File: config.mk
export PLATFORM = sky130hd
export DESIGN_NAME = windowed_sample_averager_unit_flat
export DESIGN_NICKNAME = d
export VERILOG_FILES = /design/src/sv/wsa_pkg.sv /design/src/sv/wsa_if.sv /design/src/sv/wsa_regs.sv /design/src/sv/wsa_ctrl.sv /design/src/sv/wsa_datapath.sv /design/src/sv/windowed_sample_averager_unit.sv /design/src/flat_wrapper.sv
export SDC_FILE = /design/constraint.sdc
export NUM_CORES = 1
export LEC_CHECK = 0
export BUFFER_PORTS_ARGS = -buffer_cell sky130_fd_sc_hd__buf_2
export CAP_MARGIN = 20
export CORE_ASPECT_RATIO = 1.5
export CORE_MARGIN = 8
export CORE_UTILIZATION = 35
export CTS_CLUSTER_SIZE = 24
export DETAILED_ROUTE_END_ITERATION = 12
export PLACE_DENSITY = 0.47
export SKIP_LAST_GASP = 1
export SYNTH_ARGS = -nofsm -noshare
export SYNTH_HDL_FRONTEND = slang
export SYNTH_SLANG_ARGS = --single-unit
export TNS_END_PERCENT = 10
File: constraint.sdc
create_clock -name clk -period 9.4 [get_ports clk]
set_input_delay 1.41 -clock clk [delete_from_list [all_inputs] [get_ports clk]]
set_output_delay 1.41 -clock clk [all_outputs]
set_load 0.03 [all_outputs]
File: src/sv/wsa_pkg.sv
// Shared types and constants of the windowed sample averager.
`default_nettype none

package wsa_pkg;

  // Field widths of the channels and the window register
  localparam int MODE_W   = 2;
  localparam int SAMPLE_W = 16;
  localparam int MEAN_W   = 16;
  localparam int WIN_W    = 6;
  localparam int WIN_MAX  = 63;

  localparam logic [WIN_W-1:0] WIN_RESET = 6'd4;

  // Mode codes
  localparam logic [MODE_W-1:0] MODE_BLOCK     = 2'd0;
  localparam logic [MODE_W-1:0] MODE_SLIDE     = 2'd1;
  localparam logic [MODE_W-1:0] MODE_CLEAR     = 2'd2;
  localparam logic [MODE_W-1:0] MODE_CLEAR_ALT = 2'd3;

  // Register port
  localparam int PADDR_W = 3;
  localparam int PDATA_W = 32;
  localparam logic [PADDR_W-3:0] REG_WINDOW = 1'b0;

  // Controller to datapath
  typedef struct packed {
    logic take;
    logic sum_en;
    logic div_init;
    logic div_en;
    logic load;
  } cmd_t;

  // Datapath to controller
  typedef struct packed {
    logic emit;
    logic sum_done;
    logic div_done;
    logic out_busy;
  } sts_t;

endpackage

`default_nettype wire

File: src/sv/wsa_if.sv
// Channel interfaces: sample words in, mean words out.
`default_nettype none

interface wsa_sample_if;
  logic                        valid;
  logic                        ready;
  logic [wsa_pkg::MODE_W-1:0]   mode;
  logic [wsa_pkg::SAMPLE_W-1:0] sample;

  modport source (output valid, mode, sample, input ready);
  modport sink   (input valid, mode, sample, output ready);
endinterface

interface wsa_mean_if;
  logic                      valid;
  logic                      ready;
  logic [wsa_pkg::MEAN_W-1:0] mean;

  modport source (output valid, mean, input ready);
  modport sink   (input valid, mean, output ready);
endinterface

`default_nettype wire

File: src/sv/wsa_regs.sv
// APB register block holding the window size.
`default_nettype none

module wsa_regs (
  input  logic                         clk,
  input  logic                         rst,
  input  logic                         psel,
  input  logic                         penable,
  input  logic                         pwrite,
  input  logic [wsa_pkg::PADDR_W-1:0]  paddr,
  input  logic [wsa_pkg::PDATA_W-1:0]  pwdata,
  output logic [wsa_pkg::PDATA_W-1:0]  prdata,
  output logic                         pready,
  output logic [wsa_pkg::WIN_W-1:0]    window_size
);

  logic hit;

  // Decode the register index from the word address
  assign hit    = (paddr[wsa_pkg::PADDR_W-1:2] == wsa_pkg::REG_WINDOW);
  assign pready = 1'b1;
  assign prdata = hit ? wsa_pkg::PDATA_W'(window_size) : '0;

  // Write on the access phase
  always_ff @(posedge clk) begin
    if (rst) begin
      window_size <= wsa_pkg::WIN_RESET;
    end else if (psel && penable && pwrite && pready && hit) begin
      window_size <= pwdata[wsa_pkg::WIN_W-1:0];
    end
  end

endmodule

`default_nettype wire

File: src/sv/wsa_ctrl.sv
// Sequencer: accept, sum the window, divide, hand the mean to the output.
`default_nettype none

module wsa_ctrl (
  input  logic          clk,
  input  logic          rst,
  input  logic          in_valid,
  output logic          in_ready,
  input  wsa_pkg::sts_t sts,
  output wsa_pkg::cmd_t cmd
);

  localparam logic [1:0] S_IDLE = 2'd0;
  localparam logic [1:0] S_SUM  = 2'd1;
  localparam logic [1:0] S_DIV  = 2'd2;

  logic [1:0] state;
  logic [1:0] state_next;

  assign in_ready = (state == S_IDLE);

  // Commands per state
  always_comb begin
    cmd          = '0;
    cmd.take     = (state == S_IDLE) && in_valid;
    cmd.sum_en   = (state == S_SUM);
    cmd.div_init = (state == S_SUM) && sts.sum_done;
    cmd.div_en   = (state == S_DIV) && !sts.div_done;
    cmd.load     = (state == S_DIV) && sts.div_done && !sts.out_busy;
  end

  // Next state
  always_comb begin
    state_next = state;
    case (state)
      S_IDLE: begin
        if (in_valid && sts.emit) state_next = S_SUM;
      end
      S_SUM: begin
        if (sts.sum_done) state_next = S_DIV;
      end
      S_DIV: begin
        if (sts.div_done && !sts.out_busy) state_next = S_IDLE;
      end
      default: begin
        state_next = S_IDLE;
      end
    endcase
  end

  always_ff @(posedge clk) begin
    if (rst) begin
      state <= S_IDLE;
    end else begin
      state <= state_next;
    end
  end

endmodule

`default_nettype wire

File: src/sv/wsa_datapath.sv
// Sample store, window accumulator, serial divider and output register.
`default_nettype none

module wsa_datapath #(
  parameter int MAX_WINDOW  = 32,
  parameter int SAMPLE_BITS = 16
) (
  input  logic                         clk,
  input  logic                         rst,
  input  logic [wsa_pkg::WIN_W-1:0]    window_size,
  input  logic [wsa_pkg::MODE_W-1:0]   mode,
  input  logic [wsa_pkg::SAMPLE_W-1:0] sample,
  input  wsa_pkg::cmd_t                cmd,
  output wsa_pkg::sts_t                sts,
  output logic                         out_valid,
  input  logic                         out_ready,
  output logic [wsa_pkg::MEAN_W-1:0]   mean
);

  // The window register cannot exceed WIN_MAX, so deeper entries are never used
  localparam int DEPTH  = (MAX_WINDOW < wsa_pkg::WIN_MAX) ? MAX_WINDOW : wsa_pkg::WIN_MAX;
  localparam int ADDR_W = (DEPTH > 1) ? $clog2(DEPTH) : 1;
  localparam int CNT_W  = $clog2(DEPTH + 1);
  localparam int SUM_W  = SAMPLE_BITS + CNT_W;
  localparam int DCNT_W = $clog2(SUM_W + 1);

  logic [SAMPLE_BITS-1:0] mem [DEPTH];
  logic [DEPTH-1:0]       filled;

  logic [CNT_W-1:0]       n;
  logic [CNT_W-1:0]       fill_index;
  logic [CNT_W-1:0]       idx_w;
  logic [CNT_W-1:0]       idx_inc;
  logic                   is_clear;
  logic                   is_slide;

  logic [CNT_W-1:0]       rd_addr;
  logic                   rd_pend;
  logic                   rd_hit;
  logic [SAMPLE_BITS-1:0] rd_data;
  logic [SUM_W-1:0]       acc;

  logic [SUM_W-1:0]       quo;
  logic [CNT_W-1:0]       rem;
  logic [DCNT_W-1:0]      dcnt;
  logic [CNT_W:0]         shl;
  logic                   fits;

  // Clamp the window to 1..DEPTH
  always_comb begin
    if (window_size == '0) begin
      n = CNT_W'(1);
    end else if (window_size > wsa_pkg::WIN_W'(DEPTH)) begin
      n = CNT_W'(DEPTH);
    end else begin
      n = CNT_W'(window_size);
    end
  end

  // Wrap the write index, decode the mode
  assign idx_w    = (fill_index >= n) ? '0 : fill_index;
  assign idx_inc  = idx_w + CNT_W'(1);
  assign is_clear = (mode == wsa_pkg::MODE_CLEAR) || (mode == wsa_pkg::MODE_CLEAR_ALT);
  assign is_slide = (mode == wsa_pkg::MODE_SLIDE);

  // One restoring division step
  assign shl  = {rem, quo[SUM_W-1]};
  assign fits = (shl >= {1'b0, n});

  always_comb begin
    sts          = '0;
    sts.emit     = !is_clear && (is_slide || (idx_inc == n));
    sts.sum_done = (rd_addr == n) && !rd_pend;
    sts.div_done = (dcnt == DCNT_W'(SUM_W));
    sts.out_busy = out_valid && !out_ready;
  end

  // Control state: index, entry valid bits, read pipe, output valid
  always_ff @(posedge clk) begin
    if (rst) begin
      fill_index <= '0;
      filled     <= '0;
      rd_pend    <= 1'b0;
      out_valid  <= 1'b0;
    end else begin
      if (cmd.take) begin
        if (is_clear) begin
          fill_index <= '0;
          filled     <= '0;
        end else begin
          fill_index                  <= idx_inc;
          filled[idx_w[ADDR_W-1:0]] <= 1'b1;
        end
      end
      if (cmd.take) begin
        rd_pend <= 1'b0;
      end else if (cmd.sum_en) begin
        rd_pend <= (rd_addr < n);
      end
      if (cmd.load) begin
        out_valid <= 1'b1;
      end else if (out_ready) begin
        out_valid <= 1'b0;
      end
    end
  end

  // Store the new sample
  always_ff @(posedge clk) begin
    if (cmd.take && !is_clear) begin
      mem[idx_w[ADDR_W-1:0]] <= SAMPLE_BITS'(sample);
    end
  end

  // Walk the window one entry a cycle; unwritten entries count as zero
  always_ff @(posedge clk) begin
    if (cmd.take) begin
      rd_addr <= '0;
      acc     <= '0;
    end else if (cmd.sum_en) begin
      if (rd_addr < n) begin
        rd_data <= mem[rd_addr[ADDR_W-1:0]];
        rd_hit  <= filled[rd_addr[ADDR_W-1:0]];
        rd_addr <= rd_addr + CNT_W'(1);
      end
      if (rd_pend && rd_hit) begin
        acc <= acc + SUM_W'(rd_data);
      end
    end
  end

  // Divide the sum by the window, one quotient bit a cycle
  always_ff @(posedge clk) begin
    if (cmd.div_init) begin
      quo  <= acc;
      rem  <= '0;
      dcnt <= '0;
    end else if (cmd.div_en) begin
      rem  <= fits ? CNT_W'(shl - {1'b0, n}) : shl[CNT_W-1:0];
      quo  <= {quo[SUM_W-2:0], fits};
      dcnt <= dcnt + DCNT_W'(1);
    end
  end

  // Output register
  always_ff @(posedge clk) begin
    if (cmd.load) begin
      mean <= wsa_pkg::MEAN_W'(quo);
    end
  end

endmodule

`default_nettype wire

File: src/sv/windowed_sample_averager_unit.sv
// Top level of the windowed sample averager.
//
// Usage: sample words (mode, sample) enter on the samples channel, mean words
// leave on the means channel; both use valid/ready and move a word when both
// are high. The window size (1..min(MAX_WINDOW,63), reset 4; 0 acts as 1)
// is written over the APB port at byte address 0 while the block is idle.
// Block mode stores the sample and emits the truncated window mean when the
// write index reaches the window size; sliding mode stores and emits every
// time; clear mode empties the store and the index and emits nothing.
// Timing: a word that emits nothing leaves the block idle. A word that emits
// is summed by reading the window from the store through its single read
// port, then the serial divider resolves one quotient bit per cycle, and the
// mean is loaded into the output register. One word is worked at a time.
// Reset empties the store and index, drops the output and sets window 4.
// A stalled receiver holds the mean in the output register; the next word is
// still accepted, and its quotient waits until the register frees up.
`default_nettype none

module windowed_sample_averager_unit #(
  parameter int MAX_WINDOW  = 32,
  parameter int SAMPLE_BITS = 16
) (
  input  logic                        clk,
  input  logic                        rst,
  wsa_sample_if.sink                  samples,
  wsa_mean_if.source                  means,
  input  logic                        psel,
  input  logic                        penable,
  input  logic                        pwrite,
  input  logic [wsa_pkg::PADDR_W-1:0] paddr,
  input  logic [wsa_pkg::PDATA_W-1:0] pwdata,
  output logic [wsa_pkg::PDATA_W-1:0] prdata,
  output logic                        pready
);

  logic [wsa_pkg::WIN_W-1:0] window_size;
  wsa_pkg::cmd_t             cmd;
  wsa_pkg::sts_t             sts;

  wsa_regs u_regs (
    .clk         (clk),
    .rst         (rst),
    .psel        (psel),
    .penable     (penable),
    .pwrite      (pwrite),
    .paddr       (paddr),
    .pwdata      (pwdata),
    .prdata      (prdata),
    .pready      (pready),
    .window_size (window_size)
  );

  wsa_ctrl u_ctrl (
    .clk      (clk),
    .rst      (rst),
    .in_valid (samples.valid),
    .in_ready (samples.ready),
    .sts      (sts),
    .cmd      (cmd)
  );

  wsa_datapath #(
    .MAX_WINDOW  (MAX_WINDOW),
    .SAMPLE_BITS (SAMPLE_BITS)
  ) u_datapath (
    .clk         (clk),
    .rst         (rst),
    .window_size (window_size),
    .mode        (samples.mode),
    .sample      (samples.sample),
    .cmd         (cmd),
    .sts         (sts),
    .out_valid   (means.valid),
    .out_ready   (means.ready),
    .mean        (means.mean)
  );

endmodule

`default_nettype wire

File: src/flat_wrapper.sv
// flat-port wrapper written by rule: the top's interface ports become plain ports
module windowed_sample_averager_unit_flat 
#(
  parameter int MAX_WINDOW  = 32,
  parameter int SAMPLE_BITS = 16
)
  (clk, rst, psel, penable, pwrite, paddr, pwdata, prdata, pready, samples_valid, samples_mode, samples_sample, samples_ready, means_valid, means_mean, means_ready);
  wsa_sample_if samples_i ();
  wsa_mean_if means_i ();
  input  logic clk;
  input  logic rst;
  input  logic psel;
  input  logic penable;
  input  logic pwrite;
  input  logic [wsa_pkg::PADDR_W-1:0] paddr;
  input  logic [wsa_pkg::PDATA_W-1:0] pwdata;
  output logic [wsa_pkg::PDATA_W-1:0] prdata;
  output logic pready;
  input wire logic [$bits(samples_i.valid)-1:0] samples_valid;
  input wire logic [$bits(samples_i.mode)-1:0] samples_mode;
  input wire logic [$bits(samples_i.sample)-1:0] samples_sample;
  output wire logic [$bits(samples_i.ready)-1:0] samples_ready;
  output wire logic [$bits(means_i.valid)-1:0] means_valid;
  output wire logic [$bits(means_i.mean)-1:0] means_mean;
  input wire logic [$bits(means_i.ready)-1:0] means_ready;
  assign samples_i.valid = samples_valid;
  assign samples_i.mode = samples_mode;
  assign samples_i.sample = samples_sample;
  assign samples_ready = samples_i.ready;
  assign means_valid = means_i.valid;
  assign means_mean = means_i.mean;
  assign means_i.ready = means_ready;
  windowed_sample_averager_unit #(.MAX_WINDOW(MAX_WINDOW), .SAMPLE_BITS(SAMPLE_BITS)) u_core (.clk(clk), .rst(rst), .samples(samples_i), .means(means_i), .psel(psel), .penable(penable), .pwrite(pwrite), .paddr(paddr), .pwdata(pwdata), .prdata(prdata), .pready(pready));
endmodule
==> metrics.txt <==
outcome finished, final reports clean; Rows 124; Mapped Avg Cell Area 17.3 sq um; sequential area share after synthesis 69.6%; drt via density 5.11; leading cell type in the layout, fill and taps excluded edfxtp_1; fin crit share 48.1%; Tmin final 4.52 ns; Final Total Pwr 6.12 mW; Max stage delay on crit path 0.85 ns; postcts setup bufs 0; Setup Skew 0.0253 ns; max_slew headroom 31.7%; CTS Buf Count 67; hold_buf cts 0; Post-CTS Resized 0; via count 13800; Final ANT Viol Nets 0; Core ar. 76200 sq um; Slew Limit Fails 0; Mapped Cells 1558; Critical-path top delay cell nor2_2; residual DRC count 0; initial core utilization 35.4%; synth warn 0; crit path kind register to register; ANT cells 0; Post-layout nets 1739; top_reg_cell synth edfxtp_1; PwrDens 200 nW/um^2; required time worst endpoint 9.62 ns; Async SR Flop Fraction 0%; Lkg Pwr 9.76 nW; die height 356 microns; total congestion overflow 0; final core utilization 40.1%; WL final 62100 microns; dpl hpwl 38400 microns; Worst-path clk slew 0.07 ns; clock sinks 654; largest net degree at the start of global routing 57; area of the die 86300 sq um; layout overhead on the synthesized area 13.3%; TNS Setup 0 ns; post-synthesis register bit count 654; Worst setup SP type register; initial antenna violation count 1; I/O Pins 111; number of fill cells 6919; endpoint class of the critical path register; drt wl/cell 23.0 microns; mapped cell area 27000 sq um; H-tree Lvls 3; layout cell share with drive strength beyond 1 25.1%; initial DRC count 870; total iterations of the first detailed-routing run 5; f_max 221 MHz; Die X 243 microns; clk_lat worst skew 0.62 ns; global-route wire length before repair 94800 microns; Peak VDD IR 0.000114 V; critical path arrival 4.74 ns; vias in the first global route 14900; total global-route track usage 14.5%; GP Congestion 0.754; CTS tree yes; Final Hold Fails 0; CP cell instances nor2_1 > a21oi_1 > nor2_1 > ha_1 > nor2b_1 > o21ai_0 > a21oi_1 > nand2_1 > inv_1 > ha_1 > nand2_1 > nor2_2; Synth cell types 61; Max Fanout on Critical Path 16; # Max-Cap Violations 0; IO buf count 55; Worst Hold Class register to register; # setup viols final 0; worst-margin pin slew 1.02 ns; RSZ-0062 raised after global routing no; Root Driver clkbuf_16; EDFF count, synth 567; Max Root-Sink Buffers 3; most frequent cells in the layout edfxtp_1, mux4_2, nand2_1
-- report_power, final --
part           switching [mW]  internal, mW  total (mW)
combinational           0.225         0.167       0.392
sequential             0.0344          3.18        3.22
clock                    1.12          1.39        2.51
total                    1.38          4.74        6.12
-- cell usage after synthesis (10+ instances only) --
| cell type | instances | area, sq um |
|---|---|---|
| ha_1 | 39 | 488 |
| mux4_2 | 170 | 3830 |
| clkbuf_1 | 58 | 218 |
| a22oi_1 | 18 | 135 |
| a211oi_1 | 12 | 90.1 |
| nor2_1 | 108 | 405 |
| a21oi_1 | 44 | 220 |
| xnor2_1 | 18 | 158 |
| o21ai_0 | 36 | 180 |
| dfxtp_1 | 87 | 1740 |
| a32oi_1 | 14 | 123 |
| mux2_2 | 18 | 203 |
| buf_4 | 37 | 278 |
| nand2_1 | 121 | 454 |
| a21o_1 | 10 | 75.1 |
| nor2b_1 | 13 | 81.3 |
| edfxtp_1 | 567 | 17000 |
| nand3_1 | 21 | 105 |
| inv_1 | 25 | 93.8 |
| o211ai_1 | 12 | 90.1 |
-- area by class of cell --
class                   count  area (sq um)  area share, %
repair buffers             95           673           2.20
clock buffers              80          1780           5.82
well taps                1008          1260           4.13
flip-flops and latches    654         18800           61.5
clock inverters            38           264          0.864
inverters                  25          93.8          0.307
multi-input cells         795          7700           25.2
-- metal layers --
layer	GRT usage, %	up-vias	routed length (microns)
met5	0	-	0
met3	2.48	90	2420
met1	16.6	7135	24500
met4	4.57	0	1320
li1	-	6283	-
met2	27.1	257	33800
-- sequential cells by signal, summed over array words and instances, names as in the netlist --
register,flops
u_core.u_datapath.rd_pend,1
u_core.u_datapath.rem,6
u_core.u_datapath.rd_hit,1
u_core.u_datapath.rd_addr,6
u_core.u_datapath.rd_data,16
u_core.u_ctrl.state,2
u_core.u_datapath.dcnt,5
u_core.u_regs.window_size,6
u_core.u_datapath.mean,16
u_core.u_datapath.fill_index,6
u_core.u_datapath.out_valid,1
u_core.u_datapath.acc,22
u_core.u_datapath.filled,32
u_core.u_datapath.quo,22
u_core.u_datapath.mem,512
-- kinds of logic after synthesis --
group,count (synthesis),synth area share [%]
adders and majority gates,41,1.96
xor gates and xnor gates,24,0.780
DFF,654,69.6
muxes,196,15.3
other,2,0.0279
AOI/OAI and AO/OA,180,4.36
buffers and inverters,134,2.49
and+or+nand+nor,327,5.49
-- per-stage QoR --
stage / hold WS [ns] / area [sq um] / setup slack (ns) / cells
floorplan: 0.426 / 27000 / 5.51 / 1583
global placement: 0.438 / 28300 / 4.60 / 2569
detailed placement: 0.434 / 28500 / 4.64 / 2575
CTS: 0.448 / 30500 / 4.79 / 2693
global route: 0.462 / 30500 / 4.66 / 2695
finish: 0.436 / 30500 / 4.88 / 2695
-- worst max-delay path: cells and delay by family (launching register included) --
family / cells / cell delay [ns]
buf+inv: 1 / 0.08
compound gates: 3 / 0.74
flops: 1 / 0.38
simple gates: 6 / 2.14
fa+ha+maj: 2 / 0.78
-- worst paths after layout --
path	startpoint	endpoint	slack [ns]	cells past startpoint
worst max register to register	u_core.u_regs.window_size[2]$_SDFFE_PP1P_	u_core.u_datapath.mem[10][5]$_DFFE_PP_	4.88	12
worst max-delay path	u_core.u_regs.window_size[2]$_SDFFE_PP1P_	u_core.u_datapath.mem[10][5]$_DFFE_PP_	4.88	12
worst min-delay path	u_core.u_datapath.quo[3]$_DFFE_PP_	u_core.u_datapath.mean[3]$_DFFE_PP_	0.44	0
worst min register to register	u_core.u_datapath.quo[3]$_DFFE_PP_	u_core.u_datapath.mean[3]$_DFFE_PP_	0.44	0
Power figures use the tool's default switching activity.
